`src/hdl/uer_pkg.sv`:
```
`timescale 1ns / 1ps
`default_nettype none
// ----------------------------------------------------------------------------
// uer_pkg
// Shared widths, codes and distance arithmetic for the echo ranger.
// ----------------------------------------------------------------------------
package uer_pkg;

    localparam int PERIOD_W  = 22;
    localparam int TRIG_W    = 8;
    localparam int TIMEOUT_W = 16;
    localparam int WIDTH_W   = 16;
    localparam int STATUS_W  = 2;
    localparam int CM_W      = 11;
    localparam int TENTHS_W  = 4;
    localparam int DECI_W    = 14;
    localparam int CFG_IDX_W = 2;
    localparam int CFG_DAT_W = 22;

    localparam logic [PERIOD_W-1:0]  RST_REPEAT_PERIOD = 22'd1000000;
    localparam logic [TRIG_W-1:0]    RST_TRIGGER       = 8'd10;
    localparam logic [TIMEOUT_W-1:0] RST_TIMEOUT       = 16'd25000;
    localparam logic [WIDTH_W-1:0]   RST_MAX_VALID     = 16'd50000;

    localparam logic [CFG_IDX_W-1:0] REG_REPEAT_PERIOD = 2'd0;
    localparam logic [CFG_IDX_W-1:0] REG_TRIGGER       = 2'd1;
    localparam logic [CFG_IDX_W-1:0] REG_TIMEOUT       = 2'd2;
    localparam logic [CFG_IDX_W-1:0] REG_MAX_VALID     = 2'd3;

    localparam logic [STATUS_W-1:0] ST_VALID  = 2'd0;
    localparam logic [STATUS_W-1:0] ST_NOECHO = 2'd1;
    localparam logic [STATUS_W-1:0] ST_BUSY   = 2'd2;

    // floor(w/58) = (w * 72316) >> 22 for any 16-bit w
    localparam logic [16:0] DIV58_MUL = 17'd72316;
    // floor(w*5/29) = (w * 5 * 578525) >> 24 for any 16-bit w
    localparam logic [21:0] DECI_MUL  = 22'd2892625;

    function automatic logic [CM_W-1:0] f_dist_cm(input logic [WIDTH_W-1:0] w);
        logic [32:0] prod;
        prod = 33'(w) * 33'(DIV58_MUL);
        return prod[32:22];
    endfunction

    function automatic logic [DECI_W-1:0] f_dist_deci(input logic [WIDTH_W-1:0] w);
        logic [37:0] prod;
        prod = 38'(w) * 38'(DECI_MUL);
        return prod[37:24];
    endfunction

endpackage
`default_nettype wire

```
`src/hdl/uer_in_if.sv`:
```
`timescale 1ns / 1ps
`default_nettype none
// ----------------------------------------------------------------------------
// uer_in_if
// Tick channel: one sampled echo level per transaction.
// ----------------------------------------------------------------------------
interface uer_in_if;
    logic valid;
    logic ready;
    logic echo_level;

    modport source(output valid, output echo_level, input ready);
    modport sink(input valid, input echo_level, output ready);
endinterface
`default_nettype wire

```
`src/hdl/uer_out_if.sv`:
```
`timescale 1ns / 1ps
`default_nettype none
// ----------------------------------------------------------------------------
// uer_out_if
// Result channel: pin drive levels and measurement report per tick.
// ----------------------------------------------------------------------------
interface uer_out_if;
    logic                          valid;
    logic                          ready;
    logic                          trigger_out;
    logic                          led_out;
    logic                          done_res;
    logic [uer_pkg::STATUS_W-1:0]  status;
    logic [uer_pkg::WIDTH_W-1:0]   echo_us;
    logic [uer_pkg::CM_W-1:0]      distance_cm;
    logic [uer_pkg::TENTHS_W-1:0]  distance_tenths;

    modport source(output valid, output trigger_out, output led_out, output done_res,
                   output status, output echo_us, output distance_cm,
                   output distance_tenths, input ready);
    modport sink(input valid, input trigger_out, input led_out, input done_res,
                 input status, input echo_us, input distance_cm,
                 input distance_tenths, output ready);
endinterface
`default_nettype wire

```
`src/hdl/uer_cfg_if.sv`:
```
`timescale 1ns / 1ps
`default_nettype none
// ----------------------------------------------------------------------------
// uer_cfg_if
// Configuration write channel: register index and write data.
// ----------------------------------------------------------------------------
interface uer_cfg_if;
    logic                           valid;
    logic                           ready;
    logic [uer_pkg::CFG_IDX_W-1:0]  index;
    logic [uer_pkg::CFG_DAT_W-1:0]  data;

    modport source(output valid, output index, output data, input ready);
    modport sink(input valid, input index, input data, output ready);
endinterface
`default_nettype wire

```
`src/hdl/ultrasonic_echo_ranger.sv`:
```
// Result: registered; an accepted tick's result transaction is offered in the next cycle.
// Throughput: one tick per cycle; each tick's state update and report come
// from one pass of logic (two parallel constant multipliers for distance).
// Input is stalled only while the result register is full and not taken.
// Reset (synchronous, active low): phase idle, counters zero, no pending
// request, registers at their defaults, result register empty.
`timescale 1ns / 1ps
`default_nettype none
// ----------------------------------------------------------------------------
// ultrasonic_echo_ranger
// Time-of-flight ranger advanced one microsecond tick per input transaction.
// ----------------------------------------------------------------------------
module ultrasonic_echo_ranger (
    input  wire logic   i_clk,
    input  wire logic   i_rst_n,
    uer_in_if.sink      i_echo,
    uer_out_if.source   o_result,
    uer_cfg_if.sink     i_cfg
);

    localparam logic [2:0] PH_IDLE  = 3'd0;
    localparam logic [2:0] PH_TRIG  = 3'd1;
    localparam logic [2:0] PH_CHECK = 3'd2;
    localparam logic [2:0] PH_WAIT  = 3'd3;
    localparam logic [2:0] PH_MEAS  = 3'd4;

    localparam int PW = uer_pkg::PERIOD_W;
    localparam int WW = uer_pkg::WIDTH_W;

    logic [PW-1:0]                   r_repeat;
    logic [uer_pkg::TRIG_W-1:0]      r_trigger;
    logic [uer_pkg::TIMEOUT_W-1:0]   r_timeout;
    logic [WW-1:0]                   r_max_valid;

    logic [2:0]     r_phase,  n_phase;
    logic [PW-1:0]  r_period, n_period;
    logic [WW-1:0]  r_count,  n_count;
    logic           r_pending, n_pending;

    logic                          r_out_valid;
    logic                          r_trig_out,  n_trig_out;
    logic                          r_led,       n_led;
    logic                          r_done,      n_done;
    logic [uer_pkg::STATUS_W-1:0]  r_status,    n_status;
    logic [WW-1:0]                 r_echo_us,   n_echo_us;
    logic [uer_pkg::CM_W-1:0]      r_cm,        n_cm;
    logic [uer_pkg::TENTHS_W-1:0]  r_tenths,    n_tenths;

    logic                          in_fire;
    logic                          echo;
    logic [PW-1:0]                 rep_eff;
    logic [uer_pkg::TRIG_W-1:0]    trig_eff;
    logic [PW:0]                   period_inc;
    logic [2:0]                    ph;
    logic [WW:0]                   low_next;
    logic [WW:0]                   high_next;
    logic [WW:0]                   fin_width;
    logic                          fin;
    logic [WW-1:0]                 trig_next;
    logic [uer_pkg::CM_W-1:0]      dist_cm;
    logic [uer_pkg::DECI_W-1:0]    dist_deci;
    logic [uer_pkg::DECI_W-1:0]    cm_x10;
    logic [uer_pkg::DECI_W-1:0]    tenths_full;

    assign in_fire        = i_echo.valid & i_echo.ready;
    assign i_echo.ready   = ~r_out_valid | o_result.ready;
    assign i_cfg.ready    = 1'b1;
    assign echo           = i_echo.echo_level;

    assign rep_eff    = (r_repeat == '0) ? PW'(1) : r_repeat;
    assign trig_eff   = (r_trigger == '0) ? uer_pkg::TRIG_W'(1) : r_trigger;
    assign period_inc = {1'b0, r_period} + (PW+1)'(1);

    // distance from the stored high count: cm = w/58, tenths = w*5/29 - 10*cm
    assign dist_cm     = uer_pkg::f_dist_cm(r_count);
    assign dist_deci   = uer_pkg::f_dist_deci(r_count);
    assign cm_x10      = (uer_pkg::DECI_W'(dist_cm) << 3) + (uer_pkg::DECI_W'(dist_cm) << 1);
    assign tenths_full = dist_deci - cm_x10;

    always_comb begin
        n_pending = r_pending | (r_period == '0);
        n_period  = (period_inc >= {1'b0, rep_eff}) ? '0 : period_inc[PW-1:0];

        ph      = r_phase;
        n_count = r_count;
        if (r_phase == PH_IDLE && n_pending) begin
            n_pending = 1'b0;
            ph        = PH_TRIG;
            n_count   = '0;
        end
        n_phase = ph;

        low_next  = (ph == PH_WAIT) ? ({1'b0, n_count} + (WW+1)'(1)) : (WW+1)'(1);
        high_next = (ph == PH_MEAS) ? ({1'b0, n_count} + (WW+1)'(1)) : (WW+1)'(1);
        trig_next = n_count + WW'(1);

        n_trig_out = 1'b0;
        n_led      = 1'b0;
        fin        = 1'b0;
        n_status   = uer_pkg::ST_VALID;
        fin_width  = '0;

        case (ph)
            PH_TRIG: begin
                n_trig_out = 1'b1;
                n_led      = 1'b1;
                if (trig_next >= WW'(trig_eff)) begin
                    n_phase = PH_CHECK;
                    n_count = '0;
                end else begin
                    n_count = trig_next;
                end
            end
            PH_CHECK, PH_WAIT: begin
                if (ph == PH_CHECK && echo) begin
                    fin      = 1'b1;
                    n_status = uer_pkg::ST_BUSY;
                end else if (!echo) begin
                    if (low_next > (WW+1)'(r_timeout)) begin
                        fin      = 1'b1;
                        n_status = uer_pkg::ST_NOECHO;
                    end else begin
                        n_phase = PH_WAIT;
                        n_count = low_next[WW-1:0];
                        n_led   = 1'b1;
                    end
                end else if (high_next > (WW+1)'(r_timeout)) begin
                    fin       = 1'b1;
                    n_status  = uer_pkg::ST_NOECHO;
                    fin_width = high_next;
                end else begin
                    n_phase = PH_MEAS;
                    n_count = high_next[WW-1:0];
                    n_led   = 1'b1;
                end
            end
            PH_MEAS: begin
                if (echo) begin
                    if (high_next > (WW+1)'(r_timeout)) begin
                        fin       = 1'b1;
                        n_status  = uer_pkg::ST_NOECHO;
                        fin_width = high_next;
                    end else begin
                        n_count = high_next[WW-1:0];
                        n_led   = 1'b1;
                    end
                end else begin
                    fin       = 1'b1;
                    fin_width = {1'b0, n_count};
                    n_status  = (n_count != '0 && n_count < r_max_valid) ?
                                uer_pkg::ST_VALID : uer_pkg::ST_NOECHO;
                end
            end
            PH_IDLE: begin
                n_count = n_count;
            end
            default: begin
                n_phase = PH_IDLE;
                n_count = '0;
            end
        endcase

        if (fin) begin
            n_phase = PH_IDLE;
            n_count = '0;
        end
        n_done    = fin;
        n_echo_us = fin_width[WW] ? '1 : fin_width[WW-1:0];
        // valid status only arises in the measure phase, where r_count is the width
        if (fin && n_status == uer_pkg::ST_VALID) begin
            n_cm     = dist_cm;
            n_tenths = tenths_full[uer_pkg::TENTHS_W-1:0];
        end else begin
            n_cm     = '0;
            n_tenths = '0;
        end
    end

    always_ff @(posedge i_clk) begin
        if (!i_rst_n) begin
            r_repeat    <= uer_pkg::RST_REPEAT_PERIOD;
            r_trigger   <= uer_pkg::RST_TRIGGER;
            r_timeout   <= uer_pkg::RST_TIMEOUT;
            r_max_valid <= uer_pkg::RST_MAX_VALID;
        end else if (i_cfg.valid) begin
            case (i_cfg.index)
                uer_pkg::REG_REPEAT_PERIOD: r_repeat    <= i_cfg.data[PW-1:0];
                uer_pkg::REG_TRIGGER:       r_trigger   <= i_cfg.data[uer_pkg::TRIG_W-1:0];
                uer_pkg::REG_TIMEOUT:       r_timeout   <= i_cfg.data[uer_pkg::TIMEOUT_W-1:0];
                uer_pkg::REG_MAX_VALID:     r_max_valid <= i_cfg.data[WW-1:0];
                default: begin
                    r_repeat <= r_repeat;
                end
            endcase
        end
    end

    always_ff @(posedge i_clk) begin
        if (!i_rst_n) begin
            r_phase     <= PH_IDLE;
            r_period    <= '0;
            r_count     <= '0;
            r_pending   <= 1'b0;
            r_out_valid <= 1'b0;
        end else if (in_fire) begin
            r_phase     <= n_phase;
            r_period    <= n_period;
            r_count     <= n_count;
            r_pending   <= n_pending;
            r_out_valid <= 1'b1;
        end else if (o_result.ready) begin
            r_out_valid <= 1'b0;
        end
    end

    always_ff @(posedge i_clk) begin
        if (in_fire) begin
            r_trig_out <= n_trig_out;
            r_led      <= n_led;
            r_done     <= n_done;
            r_status   <= n_status;
            r_echo_us  <= n_echo_us;
            r_cm       <= n_cm;
            r_tenths   <= n_tenths;
        end
    end

    assign o_result.valid           = r_out_valid;
    assign o_result.trigger_out     = r_trig_out;
    assign o_result.led_out         = r_led;
    assign o_result.done_res        = r_done;
    assign o_result.status          = r_status;
    assign o_result.echo_us         = r_echo_us;
    assign o_result.distance_cm     = r_cm;
    assign o_result.distance_tenths = r_tenths;

endmodule
`default_nettype wire

```
`src/flat_wrapper.sv`:
```
// flat-port wrapper written by rule: the top's interface ports become plain ports
module ultrasonic_echo_ranger_flat 
  (i_clk, i_rst_n, i_echo_valid, i_echo_echo_level, i_echo_ready, o_result_valid, o_result_trigger_out, o_result_led_out, o_result_done_res, o_result_status, o_result_echo_us, o_result_distance_cm, o_result_distance_tenths, o_result_ready, i_cfg_valid, i_cfg_index, i_cfg_data, i_cfg_ready);
  uer_in_if i_echo_i ();
  uer_out_if o_result_i ();
  uer_cfg_if i_cfg_i ();
  input  wire logic i_clk;
  input  wire logic i_rst_n;
  input wire logic [$bits(i_echo_i.valid)-1:0] i_echo_valid;
  input wire logic [$bits(i_echo_i.echo_level)-1:0] i_echo_echo_level;
  output wire logic [$bits(i_echo_i.ready)-1:0] i_echo_ready;
  output wire logic [$bits(o_result_i.valid)-1:0] o_result_valid;
  output wire logic [$bits(o_result_i.trigger_out)-1:0] o_result_trigger_out;
  output wire logic [$bits(o_result_i.led_out)-1:0] o_result_led_out;
  output wire logic [$bits(o_result_i.done_res)-1:0] o_result_done_res;
  output wire logic [$bits(o_result_i.status)-1:0] o_result_status;
  output wire logic [$bits(o_result_i.echo_us)-1:0] o_result_echo_us;
  output wire logic [$bits(o_result_i.distance_cm)-1:0] o_result_distance_cm;
  output wire logic [$bits(o_result_i.distance_tenths)-1:0] o_result_distance_tenths;
  input wire logic [$bits(o_result_i.ready)-1:0] o_result_ready;
  input wire logic [$bits(i_cfg_i.valid)-1:0] i_cfg_valid;
  input wire logic [$bits(i_cfg_i.index)-1:0] i_cfg_index;
  input wire logic [$bits(i_cfg_i.data)-1:0] i_cfg_data;
  output wire logic [$bits(i_cfg_i.ready)-1:0] i_cfg_ready;
  assign i_echo_i.valid = i_echo_valid;
  assign i_echo_i.echo_level = i_echo_echo_level;
  assign i_echo_ready = i_echo_i.ready;
  assign o_result_valid = o_result_i.valid;
  assign o_result_trigger_out = o_result_i.trigger_out;
  assign o_result_led_out = o_result_i.led_out;
  assign o_result_done_res = o_result_i.done_res;
  assign o_result_status = o_result_i.status;
  assign o_result_echo_us = o_result_i.echo_us;
  assign o_result_distance_cm = o_result_i.distance_cm;
  assign o_result_distance_tenths = o_result_i.distance_tenths;
  assign o_result_i.ready = o_result_ready;
  assign i_cfg_i.valid = i_cfg_valid;
  assign i_cfg_i.index = i_cfg_index;
  assign i_cfg_i.data = i_cfg_data;
  assign i_cfg_ready = i_cfg_i.ready;
  ultrasonic_echo_ranger u_core (.i_clk(i_clk), .i_rst_n(i_rst_n), .i_echo(i_echo_i), .o_result(o_result_i), .i_cfg(i_cfg_i));
endmodule
```
`config.mk`:
```
export PLATFORM = sky130hd
export DESIGN_NAME = ultrasonic_echo_ranger_flat
export DESIGN_NICKNAME = d
export VERILOG_FILES = /design/src/hdl/uer_pkg.sv /design/src/hdl/uer_in_if.sv /design/src/hdl/uer_out_if.sv /design/src/hdl/uer_cfg_if.sv /design/src/hdl/ultrasonic_echo_ranger.sv /design/src/flat_wrapper.sv
export SDC_FILE = /design/constraint.sdc
export NUM_CORES = 1
export LEC_CHECK = 0
export BUFFER_PORTS_ARGS = -buffer_cell sky130_fd_sc_hd__buf_2
export CAP_MARGIN = 20
export CORE_UTILIZATION = 35
export CTS_BUF_LIST = sky130_fd_sc_hd__clkbuf_8
export DETAILED_ROUTE_END_ITERATION = 6
export PLACE_DENSITY = 0.55
export SYNTH_ARGS = -nofsm -noshare
export SYNTH_HDL_FRONTEND = slang
export SYNTH_SLANG_ARGS = --single-unit
```
`constraint.sdc`:
```
create_clock -name i_clk -period 10.7 [get_ports i_clk]
set_clock_uncertainty 0.1 [all_clocks]
set_input_delay 1.07 -clock i_clk [delete_from_list [all_inputs] [get_ports i_clk]]
set_output_delay 1.07 -clock i_clk [all_outputs]
set_load 0.03 [all_outputs]
```
---- After elaboration in Yosys (flattened, before gate mapping) ----
Cells that the tools add are included.
operators by class
  $add $sub $neg .......................... 5
  $mul .................................... 2
  magnitude comparators ................... 5
  eq/ne operators ......................... 7
  muxes and demuxes ....................... 50
  bitwise gates (word level) .............. 4
  reductions and logical operators ........ 19
operators by type and width
  cell                    number
  $mux 16                 8
  $mux 17                 6
  $pmux 16 s4             1
  $logic_not 22->1        2
  $mux 22                 2
  $gt 17x16->1            2
  $pmux 17 s2             1
  $mul 16x15->31 const B  1
  $mul 16x22->28 const B  1
  $add 22x1->23 const B   1
  $ge 23x22->1            1
  $mux 3                  7
  $add 16x1->17 const B   1
  $mux 1                  17
  $add 16x1->16 const B   1
  $ge 16x8->1             1
  $lt 16x16->1            1
  $reduce_bool 16->1      1
  $pmux 3 s3              1
  $logic_not 8->1         1
  $mux 8                  1
  $reduce_and 2->1        4
  $eq 3x2->1 const B      2
  $logic_not 3->1         2
  17 further kinds        26
word-level totals
  register bits after elaboration ......... 141
  input bits .............................. 30
  output and inout port bits .............. 39
  logic and storage cells ................. 108

---- Longest topological paths before layout ----
Gate-level depths: netlist of run 1.
  depth after elaboration ................. 13
  mapped depth ............................ 30
  gate-level depth less buffers ........... 30

---- Worst setup path before layout of run 1 ----
No wires, ideal clock.
  path type ............................... reg2reg
  start point ............................. register u_core.r_count[5]
  end point ............................... register u_core.r_tenths, in the netlist u_core.o_result.distance_tenths[3], data pin
  setup time .............................. 0.140 ns
  data arrival time ....................... 6.537 ns
  required time ........................... 10.460 ns
  slack ................................... 3.924 ns
  stages on the path, launching flop included .. 28
  buffers on the path ..................... 1
  period minus slack after synthesis ...... 6.776 ns
  path through ............................ dfxtp_1 -> buf_4 -> inv_1 -> ha_1 -> fa_1 -> inv_1 -> ha_1 -> fa_1 -> fa_1 -> fa_1 -> ha_1 -> a21oi_1 -> nor2b_1 -> o21ai_0 -> a21oi_1 -> o311ai_1 -> a21o_1 -> nand2b_1 -> a21oi_1 -> xor2_1 -> ha_1 -> xor2_1 -> xnor2_1 -> xnor2_1 -> xnor2_1 -> xnor2_1 -> xnor3_1 -> nor2_1
on the way
  word-level cells in the longest chain between the ends .. 10
  elaborated cells between the ends (all ways) .. 28
  classes of those cells .................. 3 x add/sub; 2 x mul; 3 x order compare; 16 x mux; 4 x reduce/logical
ends and longest elaborated chain
  element                                                                  RTL line                       source
  from (decl)                                                              ultrasonic_echo_ranger.sv:37   logic [WW-1:0] r_count, n_count;
  from (signal assigned)                                                   ultrasonic_echo_ranger.sv:208  r_count <= n_count;
  parallel branches: the longest is 10 deep, another holds $mul 16x15->31  n/a
  to (signal assigned)                                                     ultrasonic_echo_ranger.sv:224  r_tenths <= n_tenths;
  to (decl)                                                                ultrasonic_echo_ranger.sv:47   logic [uer_pkg::TENTHS_W-1:0] r_tenths, n_tenths;
Parallel ways; which one is timed is not known.
A chain may end at the register's enable or synchronous reset.

---- Worst setup path in the final report of run 1 ----
  start point ............................. register u_core.r_count[9]
  end point ............................... register u_core.r_tenths, in the netlist u_core.o_result.distance_tenths[3], data pin
on the way
  elaborated cells between the ends (all ways) .. 28
  classes of those cells .................. 3 x add/sub; 2 x mul; 3 x order compare; 16 x mux; 4 x reduce/logical
RTL lines
  element                       RTL line                      source
  $mul 16x15->31                uer_pkg.sv:41                 prod = 33'(w) * 33'(DIV58_MUL);
  via u_core.dist_cm (one bit)  ultrasonic_echo_ranger.sv:60  logic [uer_pkg::CM_W-1:0] dist_cm;
  $add 4x4->4                   ultrasonic_echo_ranger.sv:77  assign cm_x10 = (uer_pkg::DECI_W'(dist_cm) << 3) + (uer_pkg::DECI_W'(dist_cm) << 1);
  $sub 4x4->4                   ultrasonic_echo_ranger.sv:78  assign tenths_full = dist_deci - cm_x10;
The timed path passes the listed nets, and every way through them passes these cells.

==> qor.txt, run 1 <==
Slew HR: 33.12%
I/O pin count: 69
Fill cells: 4898
Final ANT Viol Nets: 0
Area growth syn-to-layout: 8.487%
register area: 3183 um2
mapped cell area: 17120 um2
Syn. warnings: 0
detailed-route DRC error count: 0
CTS tree: done
Via density: 5.398
measured slew at the worst slew-check pin: 0.9950 ns
fin crit share: 71.69%
# clock sinks: 141
# hold bufs at CTS: 0
CTS Buffer Depth: 2
DP HPWL: 40980 um
Remaining Overflow, GRT: 0
Mean Syn Cell Area: 8.657 um2
critical path class: register to register
port bufs: 67
Die Area: 49790 um2
dpl cells: 2613
Primary FF master, synth: dfxtp_1
Syn Nets: 2461
clk root buf: clkbuf_8
post-CTS resize count: 0
ANT cells: 0
Final Max Tran Viols: 0
Tot GR Track Use: 21.49%
Setup violations, final: 0
first-pass GRT wire length: 82100 um
vias: 14280
RSZ-0062 raised after global routing: false
min cycle time layout: 7.670 ns
layout cells sized above 1: 7.336%
Power Density: 105.0 nW/um2
async set-reset flop share out of synthesis: 0%
largest net degree at the start of global routing: 50
Worst-path clk slew: 0.09 ns
H-Tree Depth: 4
Die Y-Extent: 223.1 um
status: complete, no violations
number of max-cap violations: 0
Detailed Route Iter0 Violations: 1139
final-stage net count: 2502
Post-CTS Setup Inserts: 0
Setup crit end kind: register
Req. time, crit path: 10.96 ns
routability cong.: 0.9303
drt total wl: 52260 um
#FFs+latches synth: 141
FP Rows: 80
Die Width: 223.1 um
Critical Path Start Type: register
Max Clock Freq: 130.4 MHz
Num CTS Buffers: 17
Final Hold Viols: 0
vias in the first global route: 14610
Initial Util: 35.70%
synthesized netlist cell count: 1977
Data arrival, critical path: 7.93 ns
initial antenna violation count: 1
Setup TNS: 0 ns
worst path cell trace: clkinv_1 > fa_1 > inv_1 > fa_1 > ha_1 > inv_1 > fa_1 > inv_1 > fa_1 > fa_1 > ha_1 > o211ai_1 > a21oi_1 > o21ai_0 > o21ai_0 > xor2_1 > ha_1 > xor2_1 > xnor2_1 > xnor2_1 > xnor2_1 > xnor2_1 > xnor3_1 > nor2_1
drt pass-1 iters: 7
CP peak stage delay: 0.89 ns
Worst path slowest cell: dfxtp_1
Worst-Skew Late Latency: 0.50 ns
Peak supply drop: 130.7 uV
CP dominant cell by count: fa_1
leakage: 9.573 nW
sequential-to-total area share from yosys stat: 18.60%
Hold WC Path Type: register to register
Max Fanout on Critical Path: 15
Core Box Area: 47950 um2
Multi-input gate area: 12250 um2
DR WL/cell: 19.75 um
Distinct cells, synth: 82
number of flops mapped to enable cells by yosys: 36
fin cells: 2646
-- state kept, by name (all words and copies together) (netlist names), 3 cells and up --
| name | flops |
|---|---|
| u_core.r_count | 16 |
| u_core.o_result.distance_tenths | 4 |
| u_core.r_repeat | 22 |
| u_core.r_trigger | 8 |
| u_core.r_max_valid | 16 |
| u_core.r_period | 22 |
| u_core.r_phase | 3 |
| u_core.o_result.echo_us | 16 |
| u_core.o_result.distance_cm | 11 |
| u_core.r_timeout | 16 |
-- worst paths after layout --
check                           from                                  to  slack [ns]  cells past startpoint
setup / recovery   u_core.r_count[9]  u_core.o_result.distance_tenths[3]        3.03                     24
hold reg to reg   u_core.r_repeat[8]                  u_core.r_repeat[8]        0.36                      2
hold / removal    u_core.r_repeat[8]                  u_core.r_repeat[8]        0.36                      2
setup reg to reg   u_core.r_count[9]  u_core.o_result.distance_tenths[3]        3.03                     24
-- layout by cell type, fill, tap and decap left out, drive strengths merged, types with 9 or more instances in the layout --
cell type / instances
a221oi: 9
nand2b: 9
a21o: 28
clkbuf: 17
a31oi: 14
xor2: 17
edfxtp: 36
a211oi: 16
nor4: 20
a22o: 11
and4: 9
mux2i: 11
buf: 97
dfxtp: 105
o21ai: 94
fa: 150
xnor2: 38
nand2: 198
inv: 365
and3: 16
nand3: 47
a21oi: 97
ha: 304
nor2: 122
o211ai: 34
nor2b: 9
nand4: 18
nor3: 23
-- worst max-delay path, delay by kind of cell (launching register included) --
| kind | cells | cell delay (ns) |
|---|---|---|
| buffers and inverters | 4 | 0.71 |
| xor gates and xnor gates | 7 | 1.34 |
| DFF | 1 | 0.89 |
| and+or+nand+nor | 1 | 0.08 |
| AOI/OAI and AO/OA | 4 | 0.97 |
| adders and majority gates | 8 | 3.45 |
-- metrics by stage --
step / power, W / hold WS, ns / util, % / instance area, um2 / worst slack [ns]
final: 0.001950 / 0.3618 / 38.73 / 18570 / 3.030
after global routing: 0.002094 / 0.3849 / 38.73 / 18570 / 2.552
after CTS: 0.001968 / 0.3586 / 38.68 / 18550 / 2.954
after detailed placement: 0.001454 / 0.3470 / 37.76 / 18110 / 2.973
after global placement: 0.001444 / 0.3443 / 37.76 / 18110 / 3.102
after floorplan: 0.001196 / 0.3363 / - / 17120 / 3.924
-- layer usage --
metal  vias to the layer above  part of all wire [%]  GRT usage, %
met5                         -                     0             0
met4                         0                   3.3         8.031
met3                       110                   5.9         2.976
met2                       508                    48         36.65
met1                      6895                    43         27.50
li1                       6770                     -             -
-- where the power goes --
| part | leakage, nW | internal, W | switching, W |
|---|---|---|---|
| Combinational | 8.13 | 0.000292 | 0.000545 |
| Clock | 0.225 | 0.000258 | 0.000246 |
| Sequential | 1.22 | 0.000578 | 0.0000309 |
| Total | 9.57 | 0.00113 | 0.000823 |
-- cell type report --
type                            count  share of cell area (%)
Timing Repair Buffer               97                   3.086
Inverter                          361                   7.298
Sequential cell                   141                   17.14
Multi-Input combinational cell   1400                   65.95
Clock inverter                     15                   1.119
Clock buffer                       17                   1.260
Tap cell                          615                   4.144
-- cell usage after synthesis, types with 17 or more instances --
| library cell | count | area share, % |
|---|---|---|
| xor2_1 | 17 | 0.87 |
| inv_1 | 357 | 7.8 |
| edfxtp_1 | 36 | 6.3 |
| nand2_1 | 197 | 4.3 |
| o211ai_1 | 34 | 1.5 |
| nand3_1 | 47 | 1.4 |
| o21ai_0 | 91 | 2.7 |
| dfxtp_1 | 105 | 12 |
| a21oi_1 | 97 | 2.8 |
| nand4_1 | 17 | 0.62 |
| nor3_1 | 22 | 0.64 |
| fa_1 | 150 | 18 |
| nor2_1 | 122 | 2.7 |
| nor4_1 | 18 | 0.66 |
| xnor2_1 | 38 | 1.9 |
| ha_1 | 304 | 22 |
| a21o_1 | 28 | 1.2 |
| clkbuf_1 | 52 | 1.1 |
-- cell families after synthesis --
| family | synth area share [%] |
|---|---|
| other | 0.02191 |
| muxes | 0.6433 |
| AOI/OAI and AO/OA | 14.53 |
| DFF | 18.60 |
| xor gates and xnor gates | 2.946 |
| adders and majority gates | 39.77 |
| buffers and inverters | 9.884 |
| and+or+nand+nor | 13.61 |
Note: power is estimated with default switching activity, not from simulation.
==> run 2: changes to the inputs <==
==> constraint.sdc (replaced) <==
create_clock -name i_clk -period 7.75 [get_ports i_clk]
set_clock_uncertainty 0.1 [all_clocks]
set_input_delay 0.775 -clock i_clk [delete_from_list [all_inputs] [get_ports i_clk]]
set_output_delay 0.775 -clock i_clk [all_outputs]
set_load 0.03 [all_outputs]
==> run 2 against run 1 <==
- non-clock buffer count up 36
- highest routed layer unchanged
- final cell count increased by 1.4%
- critical path type unchanged
- die area is the same
- flip-flop and latch count did not move
- worst hold slack worse by 0.0035 ns
- first-iteration DRC count shrank 7.6%
- clock power rose by 49%
- largest cell class unchanged
- critical path depth increased by 1
- final area is 1.6% higher
- via count rose by 0.45%
- count of clock-buffer cells in the layout did not move
- critical endpoint unchanged
==> qor.txt, run 2 (synthesized netlist as in run 1, its figures left out) <==
port bufs: 67 (unchanged)
initial antenna violation count: 2 (+1)
layout cells sized above 1: 8.809% (+1.5 points)
reg2reg end: u_core.o_result.distance_tenths[3]
Peak supply drop: 182.1 uV (+39%)
# hold bufs at CTS: 0 (unchanged)
Setup violations, final: 0 (unchanged)
commonest non-fill, non-tap cell in the layout: inv_1
number of max-cap violations: 0 (unchanged)
Max Clock Freq: 136.4 MHz (+4.6%)
vias: 14350 (+0.45%)
Critical Path Start Type: register
leakage: 9.765 nW (+2.0%)
clock share of power: 27.1% (+1.3 points)
detailed-route DRC error count: 0 (unchanged)
CTS tree: done
Worst path slowest cell: dfxtp_1
critical path class: register to register
Setup crit end kind: register
fin cells: 2682 (+1.4%)
Multi-input gate area: 12250 um2 (unchanged)
placed cell area: 18380 um2 (+1.5%)
NetSw: 0.001115 W (+36%)
Hold Path Stages: 2 (unchanged)
register area: 3183 um2 (unchanged)
sw frac: 40.12% (-2.1 points)
DP HPWL: 42730 um (+4.3%)
RSZ-0062 raised after global routing: false
drt pass-1 iters: 6 (-1)
most frequent cells in the layout: inv_1, ha_1, nand2_1
crit path buf inv count: 5 (+1)
Initial Util: 35.70% (unchanged)
fin crit share: 94.58% (+23 points)
Final Max Tran Viols: 0 (unchanged)
Via density: 5.349 (-0.90%)
Die Y-Extent: 223.1 um (unchanged)
first-pass GRT wire length: 83400 um (+1.6%)
Final Instance Area: 18870 um2 (+1.6%)
vias in the first global route: 14850 (+1.6%)
measured slew at the worst slew-check pin: 0.9234 ns (-0.07151 ns)
FP Rows: 80 (unchanged)
min cycle time layout: 7.330 ns (-0.3405 ns)
Remaining Overflow, GRT: 0 (unchanged)
Max Fanout on Critical Path: 10 (-5)
Hold Crit Endpoint: u_core.r_timeout[4]
CTS Buffer Depth: 2 (unchanged)
DR WL/cell: 19.86 um (+0.57%)
Req. time, crit path: 8.02 ns (-2.94 ns)
delay-heaviest family, CP: adder cells
dpl cells: 2650 (+1.4%)
I/O pin count: 69 (unchanged)
routability cong.: 0.9519 (+2.3%)
Final ANT Viol Nets: 0 (unchanged)
sequential power share: 30.1% (-1.1 points)
Slew HR: 38.29% (+5.2 points)
# clock sinks: 141 (unchanged)
Core Box Area: 47950 um2 (unchanged)
Setup TNS: 0 ns (unchanged)
Worst-path clk slew: 0.09 ns (about the same)
largest net degree at the start of global routing: 50 (unchanged)
Area growth syn-to-layout: 10.26%
Num CTS Buffers: 17 (unchanged)
final setup margin: 0.4201 ns (-2.610 ns)
biggest regs: u_core.r_period: 22 flops, u_core.r_repeat: 22 flops
Worst-Skew Late Latency: 0.52 ns (+0.02 ns)
drt total wl: 53280 um (+1.9%)
worst r2r path cells: 25 (+4.2%)
Detailed Route Iter0 Violations: 1052 (-7.6%)
Hold WC Path Type: register to register
clk root buf: clkbuf_8
final-stage net count: 2538 (+1.4%)
Tot GR Track Use: 21.95% (+0.46 points)
status: complete, no violations
Die Width: 223.1 um (unchanged)
Comb power frac: 42.8% (about the same)
Final Hold Viols: 0 (unchanged)
flop2flop setup slack: 0.42 ns (-2.61 ns)
CP peak stage delay: 0.71 ns (-0.18 ns)
Post-CTS Setup Inserts: 0 (unchanged)
Power Density: 147.2 nW/um2 (+40%)
setup slack at placement: 0.5026 ns (-2.471 ns)
HP Start: u_core.r_timeout[4]
internal power: 0.001664 W (+48%)
H-Tree Depth: 4 (unchanged)
post-CTS resize count: 0 (unchanged)
Fill cells: 4898 (unchanged)
Die Area: 49790 um2 (unchanged)
reg2reg start: u_core.r_count[6]
Data arrival, critical path: 7.60 ns (-0.33 ns)
[run 2: how the worst max path moves through the flow]
stage / startpoint / end / slack, ns / cells past startpoint
floorplan: u_core.r_count[5] / u_core.o_result.distance_tenths[3] / 0.97 / 27
global placement: u_core.r_count[12] / u_core.o_result.distance_tenths[3] / 0.60 / 23
detailed placement: u_core.r_count[6] / u_core.o_result.distance_tenths[3] / 0.50 / 25
CTS: u_core.r_count[6] / u_core.o_result.distance_tenths[3] / 0.48 / 25
global route: u_core.r_count[6] / u_core.o_result.distance_tenths[3] / 0.07 / 25
finish: u_core.r_count[6] / u_core.o_result.distance_tenths[3] / 0.42 / 25
[run 2: per-layer routing]
metal	global-route usage (%)	vias to the layer above	part of all wire (%)	wire length, um
li1	-	6836	-	-
met1	27.58	6909	43	22900
met2	37.35	475	48	25760
met3	2.897	127	4.8	2548
met4	9.967	0	3.9	2072
met5	0	-	0	0
[run 2: final cells by class]
type                    count  share of cell area [%]
clock buffers              17                   1.240
clock inverters            14                   1.333
repair buffers            133                   4.402
inverters                 361                   7.180
diodes                      1                 0.01326
well taps                 615                   4.077
multi-input cells        1400                   64.89
flip-flops and latches    141                   16.87
[run 2: metrics by stage]
stage               total power [W]  hold slack [ns]  utilization, %
finish                     0.002779           0.3584           39.36
global route               0.002976           0.3827           39.36
CTS                        0.002795           0.3610           39.36
detailed placement         0.002032           0.3510           38.34
global placement           0.002021           0.3449           38.34
floorplan                  0.001651           0.3363               -
[run 2: worst reg2reg max path: stages (launching register included)]
cell and delay, ns:
dfxtp_1 0.71, buf_4 0.33, ha_1 0.31, inv_1 0.09
fa_1 0.51, inv_1 0.04, ha_1 0.28, inv_1 0.08
fa_1 0.45, fa_1 0.55, inv_1 0.06, fa_1 0.49
ha_1 0.29, o211ai_1 0.08, a21oi_1 0.21, o21ai_0 0.12
o21ai_0 0.65, xor2_1 0.30, ha_1 0.30, xor2_1 0.17
xnor2_1 0.20, xnor2_1 0.15, xnor2_1 0.15, xnor2_1 0.16
xnor3_1 0.33, nor2_1 0.09
[run 2: power groups by stage]
stage          combinational [W]  sequential, W  clock (W)
6_report                 0.00119       0.000836   0.000753
5_1_grt                  0.00133       0.000842   0.000802
4_1_cts                  0.00119       0.000836   0.000770
3_5_place_dp             0.00118       0.000853          0
3_3_place_gp             0.00117       0.000851          0
2_1_floorplan           0.000772       0.000879          0
==> run 3: changes to the inputs <==
--- a/config.mk
+++ b/config.mk
@@ -10,7 +10,7 @@
 export CORE_UTILIZATION = 35
 export CTS_BUF_LIST = sky130_fd_sc_hd__clkbuf_8
 export DETAILED_ROUTE_END_ITERATION = 6
-export PLACE_DENSITY = 0.55
+export PLACE_DENSITY_LB_ADDON = 0.12
 export SYNTH_ARGS = -nofsm -noshare
 export SYNTH_HDL_FRONTEND = slang
 export SYNTH_SLANG_ARGS = --single-unit
==> run 3 against run 2 <==
- combinational power hardly changed
- first-iteration DRC count decreased by 18%
- non-clock buffer count is the same
- critical path depth decreased by 3
==> qor.txt, run 3 (synthesized netlist as in run 1, its figures left out) <==
measured slew at the worst slew-check pin: 1.087 ns (+0.1640 ns)
routability cong.: 0.9380 (-1.5%)
Remaining Overflow, GRT: 0 (unchanged)
final-stage net count: 2538 (unchanged)
Post-CTS Setup Inserts: 0 (unchanged)
Max Clock Freq: 140.8 MHz (+3.2%)
Detailed Route Iter0 Violations: 860 (-18%)
CP peak stage delay: 0.74 ns (+0.03 ns)
# clock sinks: 141 (unchanged)
detailed-route DRC error count: 0 (unchanged)
Die Area: 49790 um2 (unchanged)
H-Tree Depth: 4 (unchanged)
DP HPWL: 44750 um (+4.7%)
Worst path slowest cell: dfxtp_1
dpl cells: 2650 (unchanged)
Max Fanout on Critical Path: 10 (unchanged)
vias: 14330 (-0.098%)
delay-heaviest family, CP: adder cells
Final ANT Viol Nets: 0 (unchanged)
leakage: 9.707 nW (-0.60%)
Hold WC Path Type: primary input to register
clk root buf: clkbuf_8
vias in the first global route: 14420 (-2.9%)
Via density: 5.344 (about the same)
Tot Pwr: 0.002606 W (-6.2%)
port bufs: 67 (unchanged)
drt total wl: 56240 um (+5.6%)
commonest non-fill, non-tap cell in the layout: inv_1
Slew HR: 27.24% (-11 points)
CP dominant cell by count: fa_1
Fill cells: 4945 (+0.96%)
RSZ-0062 raised after global routing: false
Finished Core Util: 39.08% (-0.28 points)
Req. time, crit path: 8.06 ns (+0.04 ns)
Data arrival, critical path: 7.41 ns (-0.19 ns)
Setup TNS: 0 ns (unchanged)
CTS Buffer Depth: 2 (unchanged)
ANT cells: 0 (-1)
setup slack at placement: 0.3440 ns (-0.1586 ns)
Die Width: 223.1 um (unchanged)
number of max-cap violations: 0 (unchanged)
DR WL/cell: 20.97 um (+5.6%)
Die Y-Extent: 223.1 um (unchanged)
Core Box Area: 47950 um2 (unchanged)
status: complete, no violations
fin cells: 2682 (unchanged)
layout cells sized above 1: 9.047% (+0.24 points)
Power Density: 139.1 nW/um2 (-5.5%)
Worst-path clk slew: 0.09 ns (about the same)
Multi-input gate area: 12250 um2 (about the same)
crit path buf inv count: 2 (-3)
I/O pin count: 69 (unchanged)
Num CTS Buffers: 17 (unchanged)
FP Rows: 80 (unchanged)
min cycle time layout: 7.103 ns (-0.2268 ns)
Final Max Tran Viols: 0 (unchanged)
critical path class: register to register
final setup margin: 0.6470 ns (+0.2268 ns)
fin crit share: 91.65% (-2.9 points)
register area: 3186 um2 (about the same)
Critical Path Start: u_core.r_count[13]
CTS tree: done
Worst-Skew Late Latency: 0.55 ns (+0.03 ns)
Area growth syn-to-layout: 9.482%
Tot GR Track Use: 23.12% (+1.2 points)
Setup crit end kind: register
first-pass GRT wire length: 85740 um (+2.8%)
reg2reg start: u_core.r_count[13]
Critical Path Start Type: register
Peak supply drop: 112.3 uV (-38%)
HP Start: i_cfg_data[17]
initial antenna violation count: 1 (-1)
worst path cell trace: fa_1 > inv_1 > fa_1 > fa_1 > inv_1 > fa_1 > fa_1 > fa_1 > ha_1 > a222oi_1 > a21oi_1 > a21oi_1 > o21ai_0 > xor2_1 > ha_1 > xor2_1 > xnor2_1 > xnor2_1 > xnor2_1 > xnor2_1 > xnor3_1 > nor2_1
Initial Util: 35.70% (unchanged)
Final Hold Viols: 0 (unchanged)
largest net degree at the start of global routing: 50 (unchanged)
drt pass-1 iters: 5 (-1)
most frequent cells in the layout: inv_1, ha_1, nand2_1
biggest regs: u_core.r_period: 22 flops, u_core.r_repeat: 22 flops
Setup violations, final: 0 (unchanged)
## run 3: through the flow
| step | hold WS (ns) | cell area, um2 |
|---|---|---|
| finish | 0.3430 | 18740 |
| global route | 0.3290 | 18740 |
| CTS | 0.2957 | 18730 |
| detailed placement | 0.3482 | 18380 |
| global placement | 0.3447 | 18380 |
| floorplan | 0.3363 | 17120 |
## run 3: path summary, 6_finish.rpt
path / to / slack, ns / cells past startpoint
max reg2reg: u_core.o_result.distance_tenths[3] / 0.65 / 22
min reg2reg: u_core.r_timeout[10] / 0.36 / 2
min: u_core.r_repeat[17] / 0.34 / 3
max: u_core.o_result.distance_tenths[3] / 0.65 / 22
## run 3: repair_timing
item                                    in CTS  in global routing
endpoints found under the setup margin       0                  1
hold buffers                                 0                  0
gates resized for setup                      0                  3
## run 3: layout make-up
type                    count  area share, %
multi-input cells        1400          65.39
flip-flops and latches    141          17.00
inverters                 361          7.232
repair buffers            133          4.434
well taps                 615          4.107
clock buffers              17          1.249
clock inverters            15         0.5876
## run 3: power by group
group | internal (W) | total [W] | switching (W)
Sequential | 0.000799 | 0.000834 | 0.0000355
Combinational | 0.000427 | 0.00121 | 0.000783
Clock | 0.000224 | 0.000561 | 0.000337
## run 3: worst min-delay path: cells and delay by family
family,cells,cell delay (ns)
AOI/OAI and AO/OA,1,0.07
buffers and inverters,1,0.07
and+or+nand+nor,1,0.04
## run 3: metal layers
layer | share of wire [%] | GRT usage [%] | vias up
met3 | 5.0 | 4.399 | 110
met1 | 43 | 28.72 | 6942
met2 | 48 | 39.14 | 438
met5 | 0.021 | 0 | -
li1 | - | - | 6841
met4 | 3.7 | 9.633 | 2
